### config.mk
export PLATFORM = sky130hd
export DESIGN_NAME = bracketed_command_framer_unit
export DESIGN_NICKNAME = d
export VERILOG_FILES = /design/src/hw/rtl/bcf_pkg.sv /design/src/hw/rtl/bcf_in_stage.sv /design/src/hw/rtl/bcf_framer.sv /design/src/hw/rtl/bcf_out_stage.sv /design/src/hw/rtl/bracketed_command_framer_unit.sv
export SDC_FILE = /design/constraint.sdc
export NUM_CORES = 1
export LEC_CHECK = 0
export BUFFER_PORTS_ARGS = -buffer_cell sky130_fd_sc_hd__buf_2
export CORE_MARGIN = 10
export CORE_UTILIZATION = 60
export DETAILED_ROUTE_END_ITERATION = 7
export GPL_TIMING_DRIVEN = 1
export PLACE_DENSITY = 0.79
export RECOVER_POWER = 50
export REMOVE_ABC_BUFFERS = 1
export SLEW_MARGIN = 20
export SYNTH_ARGS = -nofsm -noshare
export SYNTH_HDL_FRONTEND = slang
export SYNTH_SLANG_ARGS = --single-unit
### constraint.sdc
create_clock -name aclk -period 9.95 [get_ports aclk]
set_input_delay 0.4975 -clock aclk [delete_from_list [all_inputs] [get_ports aclk]]
set_output_delay 0.4975 -clock aclk [all_outputs]
set_load 0.05 [all_outputs]
### src/hw/rtl/bcf_pkg.sv
// Package for the bracketed command framer.
// Holds the character codes, the register reset value and the result word type.
// No dependencies.
`timescale 1ns / 1ps

package bcf_pkg;

    localparam int unsigned BYTE_W = 8;
    localparam int unsigned POS_W  = 16;

    localparam logic [BYTE_W-1:0] CH_OPEN_FRAME = 8'h3C;
    localparam logic [BYTE_W-1:0] CH_LPAREN     = 8'h28;
    localparam logic [BYTE_W-1:0] CH_RPAREN     = 8'h29;
    localparam logic [BYTE_W-1:0] CH_QUOTE      = 8'h22;
    localparam logic [BYTE_W-1:0] CH_BSLASH     = 8'h5C;
    localparam logic [BYTE_W-1:0] CH_CR         = 8'h0D;
    localparam logic [BYTE_W-1:0] CH_LF         = 8'h0A;

    localparam logic [POS_W-1:0] MAX_LEN_RESET = 16'd511;
    localparam logic [POS_W-1:0] DEPTH_MAX     = 16'hFFFF;

    typedef struct packed {
        logic [BYTE_W-1:0] out_byte;
        logic [POS_W-1:0]  frame_pos;
        logic              frame_last;
        logic              frame_abort;
    } bcf_result_t;

endpackage

### src/hw/rtl/bcf_in_stage.sv
// Input register of the bracketed command framer.
// Captures one received word per cycle while s_ready is high; depends on bcf_pkg.
`timescale 1ns / 1ps

module bcf_in_stage (
    input  logic                        aclk,
    input  logic                        aresetn,
    input  logic                        s_valid,
    output logic                        s_ready,
    input  logic [bcf_pkg::BYTE_W-1:0]  s_rx_byte,
    input  logic                        advance,
    output logic                        in_valid,
    output logic [bcf_pkg::BYTE_W-1:0]  in_byte
);

    logic                       valid_reg;
    logic                       valid_next;
    logic [bcf_pkg::BYTE_W-1:0] byte_reg;
    logic                       load;

    assign s_ready = !valid_reg || advance;
    assign load    = s_valid && s_ready;

    always_comb begin
        valid_next = valid_reg;
        if (load) begin
            valid_next = 1'b1;
        end else if (advance) begin
            valid_next = 1'b0;
        end
    end

    always_ff @(posedge aclk) begin
        if (!aresetn) begin
            valid_reg <= 1'b0;
        end else begin
            valid_reg <= valid_next;
        end
    end

    always_ff @(posedge aclk) begin
        if (load) begin
            byte_reg <= s_rx_byte;
        end
    end

    assign in_valid = valid_reg;
    assign in_byte  = byte_reg;

endmodule

### src/hw/rtl/bcf_framer.sv
// Frame tracking logic: frame, quote, escape, nesting and length state.
// Holds the length limit register; depends on bcf_pkg.
`timescale 1ns / 1ps

module bcf_framer (
    input  logic                        aclk,
    input  logic                        aresetn,
    input  logic                        cfg_wr_en,
    input  logic [bcf_pkg::POS_W-1:0]   cfg_wr_data,
    input  logic                        in_valid,
    input  logic [bcf_pkg::BYTE_W-1:0]  in_byte,
    input  logic                        advance,
    output logic                        res_valid,
    output bcf_pkg::bcf_result_t        res
);

    logic [bcf_pkg::POS_W-1:0] max_len_reg;

    logic                      in_frame_reg, in_frame_next;
    logic                      in_quote_reg, in_quote_next;
    logic                      escape_pending_reg, escape_pending_next;
    logic [bcf_pkg::POS_W-1:0] nest_depth_reg, nest_depth_next;
    logic [bcf_pkg::POS_W-1:0] byte_count_reg, byte_count_next;

    logic                      quote_cur;
    logic                      escape_cur;
    logic [bcf_pkg::POS_W-1:0] depth_cur;
    logic [bcf_pkg::POS_W-1:0] count_cur;
    logic [bcf_pkg::POS_W-1:0] depth_dec;
    logic                      last;

    always_ff @(posedge aclk) begin
        if (!aresetn) begin
            max_len_reg <= bcf_pkg::MAX_LEN_RESET;
        end else if (cfg_wr_en) begin
            max_len_reg <= cfg_wr_data;
        end
    end

    always_comb begin
        in_frame_next       = in_frame_reg;
        in_quote_next       = in_quote_reg;
        escape_pending_next = escape_pending_reg;
        nest_depth_next     = nest_depth_reg;
        byte_count_next     = byte_count_reg;
        res_valid           = 1'b0;
        last                = 1'b0;
        depth_dec           = '0;
        res.out_byte        = in_byte;
        res.frame_pos       = '0;
        res.frame_last      = 1'b0;
        res.frame_abort     = 1'b0;

        // A new frame starts from cleared state.
        quote_cur  = in_frame_reg ? in_quote_reg : 1'b0;
        escape_cur = in_frame_reg ? escape_pending_reg : 1'b0;
        depth_cur  = in_frame_reg ? nest_depth_reg : '0;
        count_cur  = in_frame_reg ? byte_count_reg : '0;

        if (in_valid && (in_frame_reg || in_byte == bcf_pkg::CH_OPEN_FRAME)) begin
            in_frame_next       = 1'b1;
            in_quote_next       = quote_cur;
            escape_pending_next = escape_cur;
            nest_depth_next     = depth_cur;
            byte_count_next     = count_cur;
            if (in_byte inside {bcf_pkg::CH_CR, bcf_pkg::CH_LF}) begin
                res_valid = 1'b0;
            end else if (count_cur >= max_len_reg) begin
                res_valid           = 1'b1;
                res.frame_pos       = count_cur;
                res.frame_abort     = 1'b1;
                in_frame_next       = 1'b0;
                in_quote_next       = 1'b0;
                escape_pending_next = 1'b0;
                nest_depth_next     = '0;
                byte_count_next     = '0;
            end else begin
                res_valid       = 1'b1;
                res.frame_pos   = count_cur;
                byte_count_next = count_cur + 1'b1;
                if (escape_cur) begin
                    escape_pending_next = 1'b0;
                end else if (in_byte == bcf_pkg::CH_BSLASH && quote_cur) begin
                    escape_pending_next = 1'b1;
                end else if (in_byte == bcf_pkg::CH_QUOTE) begin
                    in_quote_next = !quote_cur;
                end else if (!quote_cur) begin
                    if (in_byte == bcf_pkg::CH_LPAREN) begin
                        if (depth_cur != bcf_pkg::DEPTH_MAX) begin
                            nest_depth_next = depth_cur + 1'b1;
                        end
                    end else if (in_byte == bcf_pkg::CH_RPAREN) begin
                        depth_dec       = (depth_cur != '0) ? depth_cur - 1'b1 : '0;
                        nest_depth_next = depth_dec;
                        last            = (depth_dec == '0);
                    end
                end
                res.frame_last = last;
                if (last) begin
                    in_frame_next       = 1'b0;
                    in_quote_next       = 1'b0;
                    escape_pending_next = 1'b0;
                    nest_depth_next     = '0;
                    byte_count_next     = '0;
                end
            end
        end
    end

    always_ff @(posedge aclk) begin
        if (!aresetn) begin
            in_frame_reg       <= 1'b0;
            in_quote_reg       <= 1'b0;
            escape_pending_reg <= 1'b0;
            nest_depth_reg     <= '0;
            byte_count_reg     <= '0;
        end else if (advance) begin
            in_frame_reg       <= in_frame_next;
            in_quote_reg       <= in_quote_next;
            escape_pending_reg <= escape_pending_next;
            nest_depth_reg     <= nest_depth_next;
            byte_count_reg     <= byte_count_next;
        end
    end

    a_hunt_clear: assert property (@(posedge aclk) disable iff (!aresetn)
        !in_frame_reg |-> (byte_count_reg == '0 && nest_depth_reg == '0 &&
                           !in_quote_reg && !escape_pending_reg))
        else $error("State not cleared while hunting");

    a_escape_in_quote: assert property (@(posedge aclk) disable iff (!aresetn)
        escape_pending_reg |-> in_quote_reg)
        else $error("Escape pending outside quotes");

    a_last_not_abort: assert property (@(posedge aclk) disable iff (!aresetn)
        res_valid |-> !(res.frame_last && res.frame_abort))
        else $error("Word marked both last and abort");

    a_end_resumes_hunt: assert property (@(posedge aclk) disable iff (!aresetn)
        (advance && res_valid && (res.frame_last || res.frame_abort)) |=> !in_frame_reg)
        else $error("Frame still open after it ended");

endmodule

### src/hw/rtl/bcf_out_stage.sv
// Result register of the bracketed command framer.
// Holds one result word until the consumer takes it; depends on bcf_pkg.
`timescale 1ns / 1ps

module bcf_out_stage (
    input  logic                        aclk,
    input  logic                        aresetn,
    input  logic                        load,
    input  bcf_pkg::bcf_result_t        res,
    output logic                        out_ready,
    output logic                        m_valid,
    input  logic                        m_ready,
    output logic [bcf_pkg::BYTE_W-1:0]  m_out_byte,
    output logic [bcf_pkg::POS_W-1:0]   m_frame_pos,
    output logic                        m_frame_last,
    output logic                        m_frame_abort
);

    logic                 valid_reg;
    logic                 valid_next;
    bcf_pkg::bcf_result_t data_reg;

    assign out_ready = !valid_reg || m_ready;

    always_comb begin
        valid_next = valid_reg;
        if (load) begin
            valid_next = 1'b1;
        end else if (m_ready) begin
            valid_next = 1'b0;
        end
    end

    always_ff @(posedge aclk) begin
        if (!aresetn) begin
            valid_reg <= 1'b0;
        end else begin
            valid_reg <= valid_next;
        end
    end

    always_ff @(posedge aclk) begin
        if (load) begin
            data_reg <= res;
        end
    end

    assign m_valid       = valid_reg;
    assign m_out_byte    = data_reg.out_byte;
    assign m_frame_pos   = data_reg.frame_pos;
    assign m_frame_last  = data_reg.frame_last;
    assign m_frame_abort = data_reg.frame_abort;

endmodule

### src/hw/rtl/bracketed_command_framer_unit.sv
// A word with a result passes the input register, then the result register, to reach the m_ side.
// Throughput: one word per cycle while m_ready is high; input and result registers advance together.
// Line breaks and bytes outside a frame are absorbed without a result.
// Reset (aresetn low, synchronous) empties both registers, resumes hunting for '<'
// and sets the length limit to 511.
`timescale 1ns / 1ps

module bracketed_command_framer_unit (
    input  logic                        aclk,
    input  logic                        aresetn,
    input  logic                        cfg_wr_en,
    input  logic [bcf_pkg::POS_W-1:0]   cfg_wr_data,
    input  logic                        s_valid,
    output logic                        s_ready,
    input  logic [bcf_pkg::BYTE_W-1:0]  s_rx_byte,
    output logic                        m_valid,
    input  logic                        m_ready,
    output logic [bcf_pkg::BYTE_W-1:0]  m_out_byte,
    output logic [bcf_pkg::POS_W-1:0]   m_frame_pos,
    output logic                        m_frame_last,
    output logic                        m_frame_abort
);

    logic                       in_valid;
    logic [bcf_pkg::BYTE_W-1:0] in_byte;
    logic                       out_ready;
    logic                       advance;
    logic                       res_valid;
    bcf_pkg::bcf_result_t       res;

    assign advance = in_valid && out_ready;

    bcf_in_stage u_in_stage (
        .aclk      (aclk),
        .aresetn   (aresetn),
        .s_valid   (s_valid),
        .s_ready   (s_ready),
        .s_rx_byte (s_rx_byte),
        .advance   (advance),
        .in_valid  (in_valid),
        .in_byte   (in_byte)
    );

    bcf_framer u_framer (
        .aclk        (aclk),
        .aresetn     (aresetn),
        .cfg_wr_en   (cfg_wr_en),
        .cfg_wr_data (cfg_wr_data),
        .in_valid    (in_valid),
        .in_byte     (in_byte),
        .advance     (advance),
        .res_valid   (res_valid),
        .res         (res)
    );

    bcf_out_stage u_out_stage (
        .aclk          (aclk),
        .aresetn       (aresetn),
        .load          (advance && res_valid),
        .res           (res),
        .out_ready     (out_ready),
        .m_valid       (m_valid),
        .m_ready       (m_ready),
        .m_out_byte    (m_out_byte),
        .m_frame_pos   (m_frame_pos),
        .m_frame_last  (m_frame_last),
        .m_frame_abort (m_frame_abort)
    );

endmodule

=== After elaboration in Yosys (flattened, before gate mapping) ===
Index checks and enable logic that the tools add are counted.

* Register bits: 87
* Word-level logic and storage cells: 93

* Add/subtract/negate cells: 3
* Magnitude comparators: 1
* Equality and inequality tests: 8
* Multiplexer cells: 48
* Bitwise operators: 1
* Reductions and logical operators: 19

{| class="wikitable"
|+ Operator list
! operator !! count
|-
| $mux 16 || 16
|-
| $add 16x1->16 const B || 2
|-
| $eq 8x6->1 const B || 4
|-
| $mux 1 || 32
|-
| $eq 8x4->1 const B || 2
|-
| $ge 16x16->1 || 1
|-
| $logic_not 16->1 || 1
|-
| $ne 16x16->1 const B || 1
|-
| $reduce_bool 16->1 || 1
|-
| $sub 16x1->16 const B || 1
|-
| $eq 8x7->1 const B || 1
|-
| $reduce_bool 2->1 || 3
|-
| $logic_and 1x1->1 || 5
|-
| $logic_not 1->1 || 3
|-
| $logic_or 1x1->1 || 3
|-
| $reduce_or 3->1 || 1
|-
| $reduce_and 2->1 || 1
|-
| $reduce_or 2->1 || 1
|-
| $not 1->1 || 1
|}

=== Longest topological paths before layout ===
Gate-level depths: netlist (run 1).

* Word-level depth: 16
* Depth in mapped cells: 18
* Gate-level depth less buffers: 11

=== Hierarchy ===
A second synthesis (run 1) with hierarchy kept.

* Cells, all modules: 691
* Area, all modules: 5,814.3 µm²

{| class="wikitable"
|+ By module, submodules not included
! module !! instances !! cells each !! area each (µm²)
|-
| bcf_framer || 1 || 646 || 4,674.5
|-
| bcf_out_stage || 1 || 30 || 829.5
|-
| bcf_in_stage || 1 || 13 || 297.8
|-
| bracketed_command_framer_unit || 1 || 2 || 12.5
|}

=== Worst setup path after synthesis (run 1) ===
Ideal clock, no wire load.

* Kind: register to register
* Start point: register u_framer.in_frame_reg
* End point: register u_framer.byte_count_reg[2] in the netlist's numbering
* Data arrival time: 3,837 ps
* Setup slack: 5,993 ps
* Cell stages (with the launch flop): 18
* Path buffers: 7
* Clock period less this slack: 3,957 ps
* Cell sequence: dfxtp_1 clkbuf_1 buf_2 clkbuf_1 clkbuf_1 buf_1 clkbuf_1 nand2_1 ha_1 clkbuf_1 mux2_2 a41oi_1 a41oi_1 a2111o_1 o21ai_4 a211oi_1 o211a_1 a211o_1

* Word-level cells in the longest chain between the ends: 16
* Elaborated cells between the ends (all ways): 26
* Those cells by class: add/sub: 2; order compare: 1; mux: 17; reduce/logical: 6

{| class="wikitable"
|+ RTL lines
! element !! line !! text
|-
| start, declared || bcf_framer.sv:19 || <nowiki>logic in_frame_reg, in_frame_next;</nowiki>
|-
| start signal, assigned || bcf_framer.sv:118 || <nowiki>in_frame_reg <= in_frame_next;</nowiki>
|-
| $mux 16 || bcf_framer.sv:57 || <nowiki>depth_cur = in_frame_reg ? nest_depth_reg : '0;</nowiki>
|-
| $sub 16x1->16 or $reduce_bool 16->1 (tied branches) || bcf_framer.sv:93 || <nowiki>depth_dec = (depth_cur != '0) ? depth_cur - 1'b1 : '0;</nowiki>
|-
| $mux 16 || bcf_framer.sv:93 ||
|-
| $logic_not 16->1 || bcf_framer.sv:95 || <nowiki>last = (depth_dec == '0);</nowiki>
|-
| $mux 1 || bcf_framer.sv:92 || <nowiki>end else if (in_byte == bcf_pkg::CH_RPAREN) begin</nowiki>
|-
| $mux 1 || bcf_framer.sv:88 || <nowiki>if (in_byte == bcf_pkg::CH_LPAREN) begin</nowiki>
|-
| $mux 1 || bcf_framer.sv:87 || <nowiki>end else if (!quote_cur) begin</nowiki>
|-
| $mux 1 || bcf_framer.sv:85 || <nowiki>end else if (in_byte == bcf_pkg::CH_QUOTE) begin</nowiki>
|-
| $mux 1 || bcf_framer.sv:83 || <nowiki>end else if (in_byte == bcf_pkg::CH_BSLASH && quote_cur) begin</nowiki>
|-
| $mux 1 || bcf_framer.sv:81 || <nowiki>if (escape_cur) begin</nowiki>
|-
| $mux 1 || bcf_framer.sv:68 || <nowiki>end else if (count_cur >= max_len_reg) begin</nowiki>
|-
| $mux 1 || bcf_framer.sv:66 || <nowiki>if (in_byte inside {bcf_pkg::CH_CR, bcf_pkg::CH_LF}) begin</nowiki>
|-
| $mux 1 || bcf_framer.sv:60 || <nowiki>if (in_valid && (in_frame_reg || in_byte == bcf_pkg::CH_OPEN_FRAME)) begin</nowiki>
|-
| $mux 16 || bcf_framer.sv:99 || <nowiki>if (last) begin</nowiki>
|-
| $mux 16 || bcf_framer.sv:68 ||
|-
| $mux 16 || bcf_framer.sv:66 ||
|-
| end signal, assigned || bcf_framer.sv:122 || <nowiki>byte_count_reg <= byte_count_next;</nowiki>
|-
| end, declared || bcf_framer.sv:23 || <nowiki>logic [bcf_pkg::POS_W-1:0] byte_count_reg, byte_count_next;</nowiki>
|}

Parallel ways exist; a longest one is shown, timed or not. The select of a mux whose other input is x is not followed.
A chain may end at the register's enable or synchronous reset.

=== Worst setup path in the final report (run 1) ===
* Start point: register u_in_stage.byte_reg, in the netlist u_in_stage.in_byte[0]
* End point: register u_framer.nest_depth_reg[12] in the netlist's numbering

* Word-level cells in the longest chain between the ends: 13
* Elaborated cells between the ends (all ways): 30
* Those cells by class: eq/ne: 7; mux: 18; reduce/logical: 5

{| class="wikitable"
|+ RTL lines
! element !! line !! text
|-
| start, declared || bcf_in_stage.sv:18 || <nowiki>logic [bcf_pkg::BYTE_W-1:0] byte_reg;</nowiki>
|-
| start signal, assigned || bcf_in_stage.sv:43 || <nowiki>byte_reg <= s_rx_byte;</nowiki>
|-
| $eq 8x6->1 || bcf_framer.sv:92 ||
|-
| $mux 1 || bcf_framer.sv:92 ||
|-
| $mux 1 || bcf_framer.sv:88 ||
|-
| $mux 1 || bcf_framer.sv:87 ||
|-
| $mux 1 || bcf_framer.sv:85 ||
|-
| $mux 1 || bcf_framer.sv:83 ||
|-
| $mux 1 || bcf_framer.sv:81 ||
|-
| $mux 1 || bcf_framer.sv:68 ||
|-
| $mux 1 || bcf_framer.sv:66 ||
|-
| $mux 1 || bcf_framer.sv:60 ||
|-
| $mux 16 || bcf_framer.sv:99 ||
|-
| $mux 16 || bcf_framer.sv:68 ||
|-
| $mux 16 || bcf_framer.sv:66 ||
|-
| end signal, assigned || bcf_framer.sv:121 || <nowiki>nest_depth_reg <= nest_depth_next;</nowiki>
|-
| end, declared || bcf_framer.sv:22 || <nowiki>logic [bcf_pkg::POS_W-1:0] nest_depth_reg, nest_depth_next;</nowiki>
|}

Parallel ways exist; a longest one is shown, timed or not. The select of a mux whose other input is x is not followed.

==> results of run 1 <==
## Yosys cell counts, types with 11 or more instances
| cell | n | area (um2) |
|---|---|---|
| inv_1 | 31 | 116 |
| nor2b_1 | 14 | 87.6 |
| edfxtp_1 | 34 | 1020 |
| nand2_1 | 77 | 289 |
| mux2i_1 | 13 | 130 |
| and3_1 | 15 | 93.8 |
| o211ai_1 | 12 | 90.1 |
| a21oi_1 | 39 | 195 |
| ha_1 | 20 | 250 |
| a31oi_1 | 16 | 100 |
| nand4_1 | 11 | 68.8 |
| o21ai_0 | 35 | 175 |
| nand3_1 | 38 | 190 |
| nor2_1 | 40 | 150 |
| dfxtp_1 | 53 | 1060 |
| and2_1 | 29 | 181 |
| clkbuf_1 | 35 | 131 |
| o31ai_1 | 15 | 113 |
| nor3_1 | 11 | 55.1 |
## through the flow
step,util,total power [uW]
floorplan,-,404
global placement,0.642,419
detailed placement,0.642,421
CTS,0.664,673
global route,0.660,694
finish,0.660,672
## final cells by class
type	instances	area share
flip-flops and latches	87	0.343
inverters	33	0.0204
multi-input cells	507	0.534
repair buffers	61	0.0454
clock inverters	5	0.00742
clock buffers	11	0.0268
well taps	111	0.0229
## final timing paths
check,cells after the start,from,end,slack [ns]
max reg2reg,11,u_in_stage.in_byte[0]$_DFFE_PP_,u_framer.nest_depth_reg[12]$_SDFFE_PN0P_,5.47
max,11,u_in_stage.in_byte[0]$_DFFE_PP_,u_framer.nest_depth_reg[12]$_SDFFE_PN0P_,5.47
min,1,s_rx_byte[0],u_in_stage.in_byte[0]$_DFFE_PP_,0.30
min reg2reg,2,u_framer.max_len_reg[8]$_SDFFE_PN1P_,u_framer.max_len_reg[8]$_SDFFE_PN1P_,0.49
## cells by family (layout without fill, tap and decap cells)
| family | after synthesis | count (layout) | share of synthesized area |
|---|---|---|---|
| AO/OA/AOI/OAI | 194 | 194 | 0.245 |
| XOR/XNOR | 5 | 5 | 0.00777 |
| adder cells (fa/ha/maj) | 20 | 20 | 0.0444 |
| buffers and inverters | 80 | 110 | 0.0561 |
| flip-flops | 87 | 87 | 0.369 |
| multiplexers | 14 | 14 | 0.0251 |
| AND/OR/NAND/NOR | 274 | 274 | 0.253 |
## power groups by stage
stage               combinational, uW  sequential (uW)  clock, uW
finish                           34.5              378        259
global route                     39.0              379        276
CTS                              34.6              378        260
detailed placement               34.5              386          0
global placement                 32.7              386          0
floorplan                        17.1              387          0
## critical path, stage by stage, from the launching register on
cell	delay (ns)
edfxtp_1	0.38
clkbuf_1	0.52
and4bb_2	0.50
a41o_1	0.24
nand2_1	0.09
nor2_1	0.44
nand2_1	0.29
clkinv_1	0.38
nand2_1	0.12
a211oi_2	0.86
nand2_1	0.29
o31ai_1	0.28
## layer usage
metal  global-route usage  wire (um)
met2                0.356       7360
met5                    0          0
met1                0.329       7140
met3               0.0418       1390
met4               0.0717        217
==> impl_metrics.ini, run 1 <==
[pwr]
p_comb_frac = 0.051
power.switching_uw = 166
clkPwrFrac = 0.386
p_leak_uw = 0.00231
switching_share = 0.247
intPower_uw = 506
p_per_area_nw_per_um2 = 111
ir_worst_vdd_uv = 86.7
seq_power_share = 0.563

[timing]
setup_slack_ns = 5.47
clock_skew_ns = 0.0143
period_needed_ns = 4.48
fin_crit_sh = 0.450
slew_viol_final = 50
rsz0062_at_grt = no
hold_slack_ns = 0.302
fmax_ghz = 0.223
slew_headroom = -0.357
finalSetupViolCount = 0
tightest_slew_ns = 2.04
hold_violations = 0
setup_tns_ns = 0

[cells_and_area]
area_delta_synth_final_pct = 7.63
multi_input_area_um2 = 3240
insertedDiodeCount = 0
fin_area_um2 = 6070
fillers = 794
drive_gt1_frac = 0.0994
layout_commonest_cell = nand2_1
layout.cells.non_filler = 815
final_nets = 748
ff_latch_area_um2 = 2080
final_cell_mix = 77 x nand2_1, 52 x dfxtp_1, 40 x nor2_1

[worst_setup_path]
worst-endpoint-required_ns = 10.24
crit_arrival_ns = 4.77
worstSetupEndpointType = register
critical_path_class = reg -> reg
critPathMaxFanout = 28
critPathLaunchType = register

[routing]
drt_iter0_drc = 668
antenna_left = 0
wl_mm = 16.1
route.detailed.drc = 0
vias = 5432
viasPerCell = 6.67
first_pass_iters = 5
wire_per_inst_um = 19.8

[floorplanning]
dieWidth_um = 117
core-area_um2 = 9200
num_rows = 35
initial_core_util = 0.613
io_pins = 57
die_area_um2 = 13700
die_y_um = 117

[logic_synthesis]
syn_area_um2 = 5640
yosysWarnings = 0
synth-edff-count = 34
synth_async_sr_flop_share = 0
synth_ff_type = dfxtp_1
ys_types = 81
syn_inst = 674
seq_area_frac_synth = 0.369
synth_area_per_cell_um2 = 8.36
ys_ff_latch = 87

[global_routing]
grt_pass1_vias = 4937
grt_max_degree = 61
track_usage = 0.234
antenna_found_initial = 0
overflow = 0
grt_pass1_wl_mm = 25.6

[hold_path]
hold_class = in -> reg

[clock_network]
clock_sinks = 87
clk_path_buf_depth = 2
htreeDepth = 3
hold_buffers = 0
cts_repair_resize_count = 0
cts_setup_buffers = 0
numCtsBuffers = 9
clk_pin_slew_ns = 0.09
clk_latency_ns = 0.37
cts_root_buf = clkbuf_8
tritoncts = done

[outcome]
status = finished, violations left
violations = max-capacitance violations, max-slew violations

[placement]
placed_cell_area_um2 = 5900
dp.cells = 799
io_buffers = 56
dp_hpwl_mm = 11.5
routabilityCongestion = 0.936
place_ws_ns = 5.78

[job]
drv_cap = 1
(Power assumes the default switching activity.)
==> run 2: changes to the inputs <==
--- a/config.mk
+++ b/config.mk
@@ -7,10 +7,10 @@
 export LEC_CHECK = 0
 export BUFFER_PORTS_ARGS = -buffer_cell sky130_fd_sc_hd__buf_2
 export CORE_MARGIN = 10
-export CORE_UTILIZATION = 60
+export CORE_UTILIZATION = 54
 export DETAILED_ROUTE_END_ITERATION = 7
 export GPL_TIMING_DRIVEN = 1
-export PLACE_DENSITY = 0.79
+export PLACE_DENSITY = 0.75
 export RECOVER_POWER = 50
 export REMOVE_ABC_BUFFERS = 1
 export SLEW_MARGIN = 20
==> constraint.sdc (replaced) <==
create_clock -name aclk -period 3.8 [get_ports aclk]
set_input_delay 0.19 -clock aclk [delete_from_list [all_inputs] [get_ports aclk]]
set_output_delay 0.19 -clock aclk [all_outputs]
set_load 0.05 [all_outputs]
==> impl_metrics.ini, run 2 (same netlist as run 1, synthesis figures left out) <==
[clock_network]
htreeDepth = 3
numCtsBuffers = 9
clock_sinks = 87
clk_path_buf_depth = 2
cts_root_buf = clkbuf_8
cts_setup_buffers = 0
tritoncts = done
clk_latency_ns = 0.37
clk_pin_slew_ns = 0.09

[timing]
fin_crit_sh = 0.844
setup_tns_ns = 0
clock_skew_ns = 0.0128
rsz0062_at_grt = no
slew_viol_final = 50
slew_headroom = -0.368
period_needed_ns = 3.21
fmax_ghz = 0.312
finalSetupViolCount = 0
hold_violations = 0
tightest_slew_ns = 2.05

[pwr]
intPower_uw = 1260
seq_power_share = 0.593
power.switching_uw = 410
ir_worst_vdd_uv = 253
clkPwrFrac = 0.350
power_uw = 1670
p_per_area_nw_per_um2 = 266
p_leak_uw = 0.00240
switching_share = 0.246
p_comb_frac = 0.057

[cells_and_area]
fin_util = 0.613
fin_area_um2 = 6280
drive_gt1_frac = 0.115
final_cell_mix = 77 x nand2_1, 52 x dfxtp_1, 40 x nor2_1
layout_commonest_cell = nand2_1
insertedDiodeCount = 0
area_delta_synth_final_pct = 11.3
final_nets = 773

[global_routing]
grt_pass1_wl_mm = 26.0
grt_pass1_vias = 5022
antenna_found_initial = 0
overflow = 0
grt_max_degree = 79
track_usage = 0.217

[worst_setup_path]
crit_arrival_ns = 3.44
critPathLaunchType = register
critPathMaxFanout = 12
critical_path_class = reg -> reg
worst-endpoint-required_ns = 4.04
worstSetupEndpointType = register

[placement]
io_buffers = 56
routabilityCongestion = 1.01
placed_cell_area_um2 = 6070
dp_hpwl_mm = 11.8

[floorplanning]
initial_core_util = 0.551
dieWidth_um = 122
core-area_um2 = 10200
die_area_um2 = 14900
die_y_um = 122
num_rows = 37
io_pins = 57

[outcome]
violations = max-capacitance violations, max-slew violations
status = finished, violations left

[routing]
antenna_left = 0
first_pass_iters = 5
vias = 5403
wl_mm = 16.3
wire_per_inst_um = 18.9
viasPerCell = 6.25
route.detailed.drc = 0
drt_iter0_drc = 510

[job]
drv_cap = 1

[hold_path]
hold_class = in -> reg
-- run 2: final cells by class --
cell class,instances,area [um2]
clock buffer,11,131
clock inverter,5,33.8
fill,947,3960
inverter,33,124
multi-input combinational,507,3240
sequential,87,2080
tap,136,170
timing repair buffer,86,494
-- run 2: layer usage --
metal  part of all wire  GRT usage  vias up
met5                  0          0        -
met4              0.023     0.0817        0
met3              0.075     0.0467       42
met2               0.46      0.333      237
met1               0.44      0.293     2517
li1                   -          -     2607
-- run 2: worst paths after layout --
kind	startpoint	end	slack (ns)	depth (start not counted)
setup / recovery	u_framer.nest_depth_reg[0]$_SDFFE_PN0P_	u_framer.nest_depth_reg[6]$_SDFFE_PN0P_	0.59	11
setup reg to reg	u_framer.nest_depth_reg[0]$_SDFFE_PN0P_	u_framer.nest_depth_reg[6]$_SDFFE_PN0P_	0.59	11
hold / removal	cfg_wr_data[5]	u_framer.max_len_reg[5]$_SDFFE_PN1P_	0.03	3
hold reg to reg	u_in_stage.in_byte[7]$_DFFE_PP_	u_out_stage.m_out_byte[7]$_DFFE_PP_	0.48	0
-- run 2: power groups by stage --
stage | clock network [uW] | logic (uW) | registers (uW)
2_1_floorplan | 0 | 44.8 | 1010
3_3_place_gp | 0 | 84.4 | 1010
3_5_place_dp | 0 | 88.6 | 1010
4_1_cts | 592 | 94.7 | 991
5_1_grt | 635 | 106 | 993
6_report | 585 | 95.1 | 991
-- run 2: critical path, cell delays in order, from the launching register on --
cell and delay [ns]:
dfxtp_1 0.39, nand2_1 0.20, ha_1 0.47, inv_1 0.22, nor2_1 0.23, a41oi_1 0.21
a2111o_1 0.47, o21ai_4 0.23, a211oi_2 0.12, buf_4 0.20, nand2_1 0.20, o21ai_0 0.14
-- run 2: per-stage QoR --
stage / cells / worst slack, ns / hold WS [ns]
after floorplan: 627 / -0.216 / 0.252
final: 865 / 0.593 / 0.0329
after global routing: 865 / 0.350 / 0.0260
after CTS: 864 / 0.683 / 0.00666
after global placement: 841 / 0.806 / 0.368
after detailed placement: 841 / 0.703 / 0.369
-- run 2: what timing repair did --
action,4_1_cts,5_1_grt
resized for setup,0,0
hold endpoints to repair,7,1
setup endpoints to repair,0,0
hold buffers,7,1
==> run 3: changes to the inputs <==
--- a/config.mk
+++ b/config.mk
@@ -7,10 +7,10 @@
 export LEC_CHECK = 0
 export BUFFER_PORTS_ARGS = -buffer_cell sky130_fd_sc_hd__buf_2
 export CORE_MARGIN = 10
-export CORE_UTILIZATION = 54
+export CORE_UTILIZATION = 60
 export DETAILED_ROUTE_END_ITERATION = 7
 export GPL_TIMING_DRIVEN = 1
-export PLACE_DENSITY = 0.75
+export PLACE_DENSITY = 0.79
 export RECOVER_POWER = 50
 export REMOVE_ABC_BUFFERS = 1
 export SLEW_MARGIN = 20
==> constraint.sdc (replaced) <==
create_clock -name aclk -period 3.2 [get_ports aclk]
set_input_delay 0.16 -clock aclk [delete_from_list [all_inputs] [get_ports aclk]]
set_output_delay 0.16 -clock aclk [all_outputs]
set_load 0.05 [all_outputs]
==> impl_metrics.ini, run 3 (same netlist as run 1, synthesis figures left out) <==
[outcome]
status = complete, no violations

[cells_and_area]
layout_commonest_cell = nand2_1
fin_util = 0.711
final_cell_mix = 77 x nand2_1, 52 x dfxtp_1, 46 x buf_4
insertedDiodeCount = 0
drive_gt1_frac = 0.152
area_delta_synth_final_pct = 16.0
final_nets = 801

[placement]
place_ws_ns = 0.00705
io_buffers = 56
dp_hpwl_mm = 12.7
routabilityCongestion = 1.00

[pwr]
p_per_area_nw_per_um2 = 336
p_leak_uw = 0.00257
ir_worst_vdd_uv = 277

[timing]
fin_crit_sh = 0.944
tightest_slew_ns = 1.22
hold_violations = 0
period_needed_ns = 3.02
rsz0062_at_grt = no
slew_headroom = 0.189
hold_slack_ns = 0.0101
clock_skew_ns = 0.0121
fmax_ghz = 0.331
finalSetupViolCount = 0
setup_slack_ns = 0.180
slew_viol_final = 0

[worst_setup_path]
critPathMaxFanout = 8
worst-r2r-cell-count = 9
cp_num_cells = 9
crit_arrival_ns = 3.26
worst-endpoint-required_ns = 3.44
critical_path_class = reg -> reg
path_buf_inv = 1
crit_family = compound AO/OA/AOI/OAI gates
worstSetupEndpointType = register
critPathMaxStageDelay_ns = 0.70
crit_slowest_cell = or4_1
crit_chain = or4_1, nor2_1, a41oi_1, a2111o_1, o21ai_4, a21oi_4, buf_4, o211ai_4, o31ai_1
critPathLaunchType = register

[routing]
antenna_left = 0
wl_mm = 17.4
wire_per_inst_um = 20.0
viasPerCell = 6.59
drt_iter0_drc = 657
vias = 5720
route.detailed.drc = 0
first_pass_iters = 6

[floorplanning]
die_y_um = 117
io_pins = 57
dieWidth_um = 117
num_rows = 35
core-area_um2 = 9200
initial_core_util = 0.613
die_area_um2 = 13700

[clock_network]
clock_sinks = 87
clk_path_buf_depth = 2
cts_root_buf = clkbuf_8
numCtsBuffers = 9
clk_latency_ns = 0.36
tritoncts = done
htreeDepth = 3
clk_pin_slew_ns = 0.10

[hold_path]
hold_class = in -> reg
holdPathStages = 3

[global_routing]
grt_pass1_wl_mm = 27.5
grt_max_degree = 56
overflow = 0
antenna_found_initial = 0
track_usage = 0.253
grt_pass1_vias = 5261

[job]
drv_cap = 0
run 3: what timing repair did:
item,4_1_cts,5_1_grt
hold endpoints to repair,8,0
setup buffers,0,2
gates cloned,0,0
endpoints found under the setup margin,1,11
gates resized for setup,1,3
hold buffers,8,0
run 3: metal layers:
layer,up-vias,global-route usage,share of wire
met5,-,0,0
met2,346,0.391,0.45
li1,2651,-,-
met4,0,0.0741,0.019
met3,34,0.0581,0.10
met1,2689,0.346,0.42
run 3: cell type report:
class                      count  area (um2)
multi-input combinational    507        3270
fill                         701        2650
sequential                    87        2080
timing repair buffer         114         701
clock buffer                  10         149
tap                          111         139
inverter                      33         124
clock inverter                 6        81.3
run 3: final timing paths:
check | from | to | slack (ns)
hold / removal | cfg_wr_data[4] | u_framer.max_len_reg[4]$_SDFFE_PN1P_ | 0.01
hold reg to reg | u_framer.max_len_reg[0]$_SDFFE_PN1P_ | u_framer.max_len_reg[0]$_SDFFE_PN1P_ | 0.49
setup / recovery | u_framer.nest_depth_reg[2]$_SDFFE_PN0P_ | u_framer.byte_count_reg[10]$_SDFFE_PN0P_ | 0.18
setup reg to reg | u_framer.nest_depth_reg[2]$_SDFFE_PN0P_ | u_framer.byte_count_reg[10]$_SDFFE_PN0P_ | 0.18
run 3: worst register-to-register path: stages (launching register included):
cell      delay, ns
dfxtp_1        0.32
or4_1          0.70
nor2_1         0.24
a41oi_1        0.20
a2111o_1       0.47
o21ai_4        0.30
a21oi_4        0.12
buf_4          0.17
o211ai_4       0.27
o31ai_1        0.13
run 3: stage by stage:
step	power (uW)	TNS, ns	area [um2]	std cells
final	2200	0	6540	868
after global routing	2260	0	6540	868
after CTS	2190	0	6560	866
after detailed placement	1310	0	6240	842
after global placement	1300	0	6240	842
after floorplan	1260	-26.09	5450	627
run 3: report_power, final:
part,internal (uW),switching [uW]
Combinational,50.1,67.7
Sequential,1170,12.2
Clock,428,472
Total,1640,552
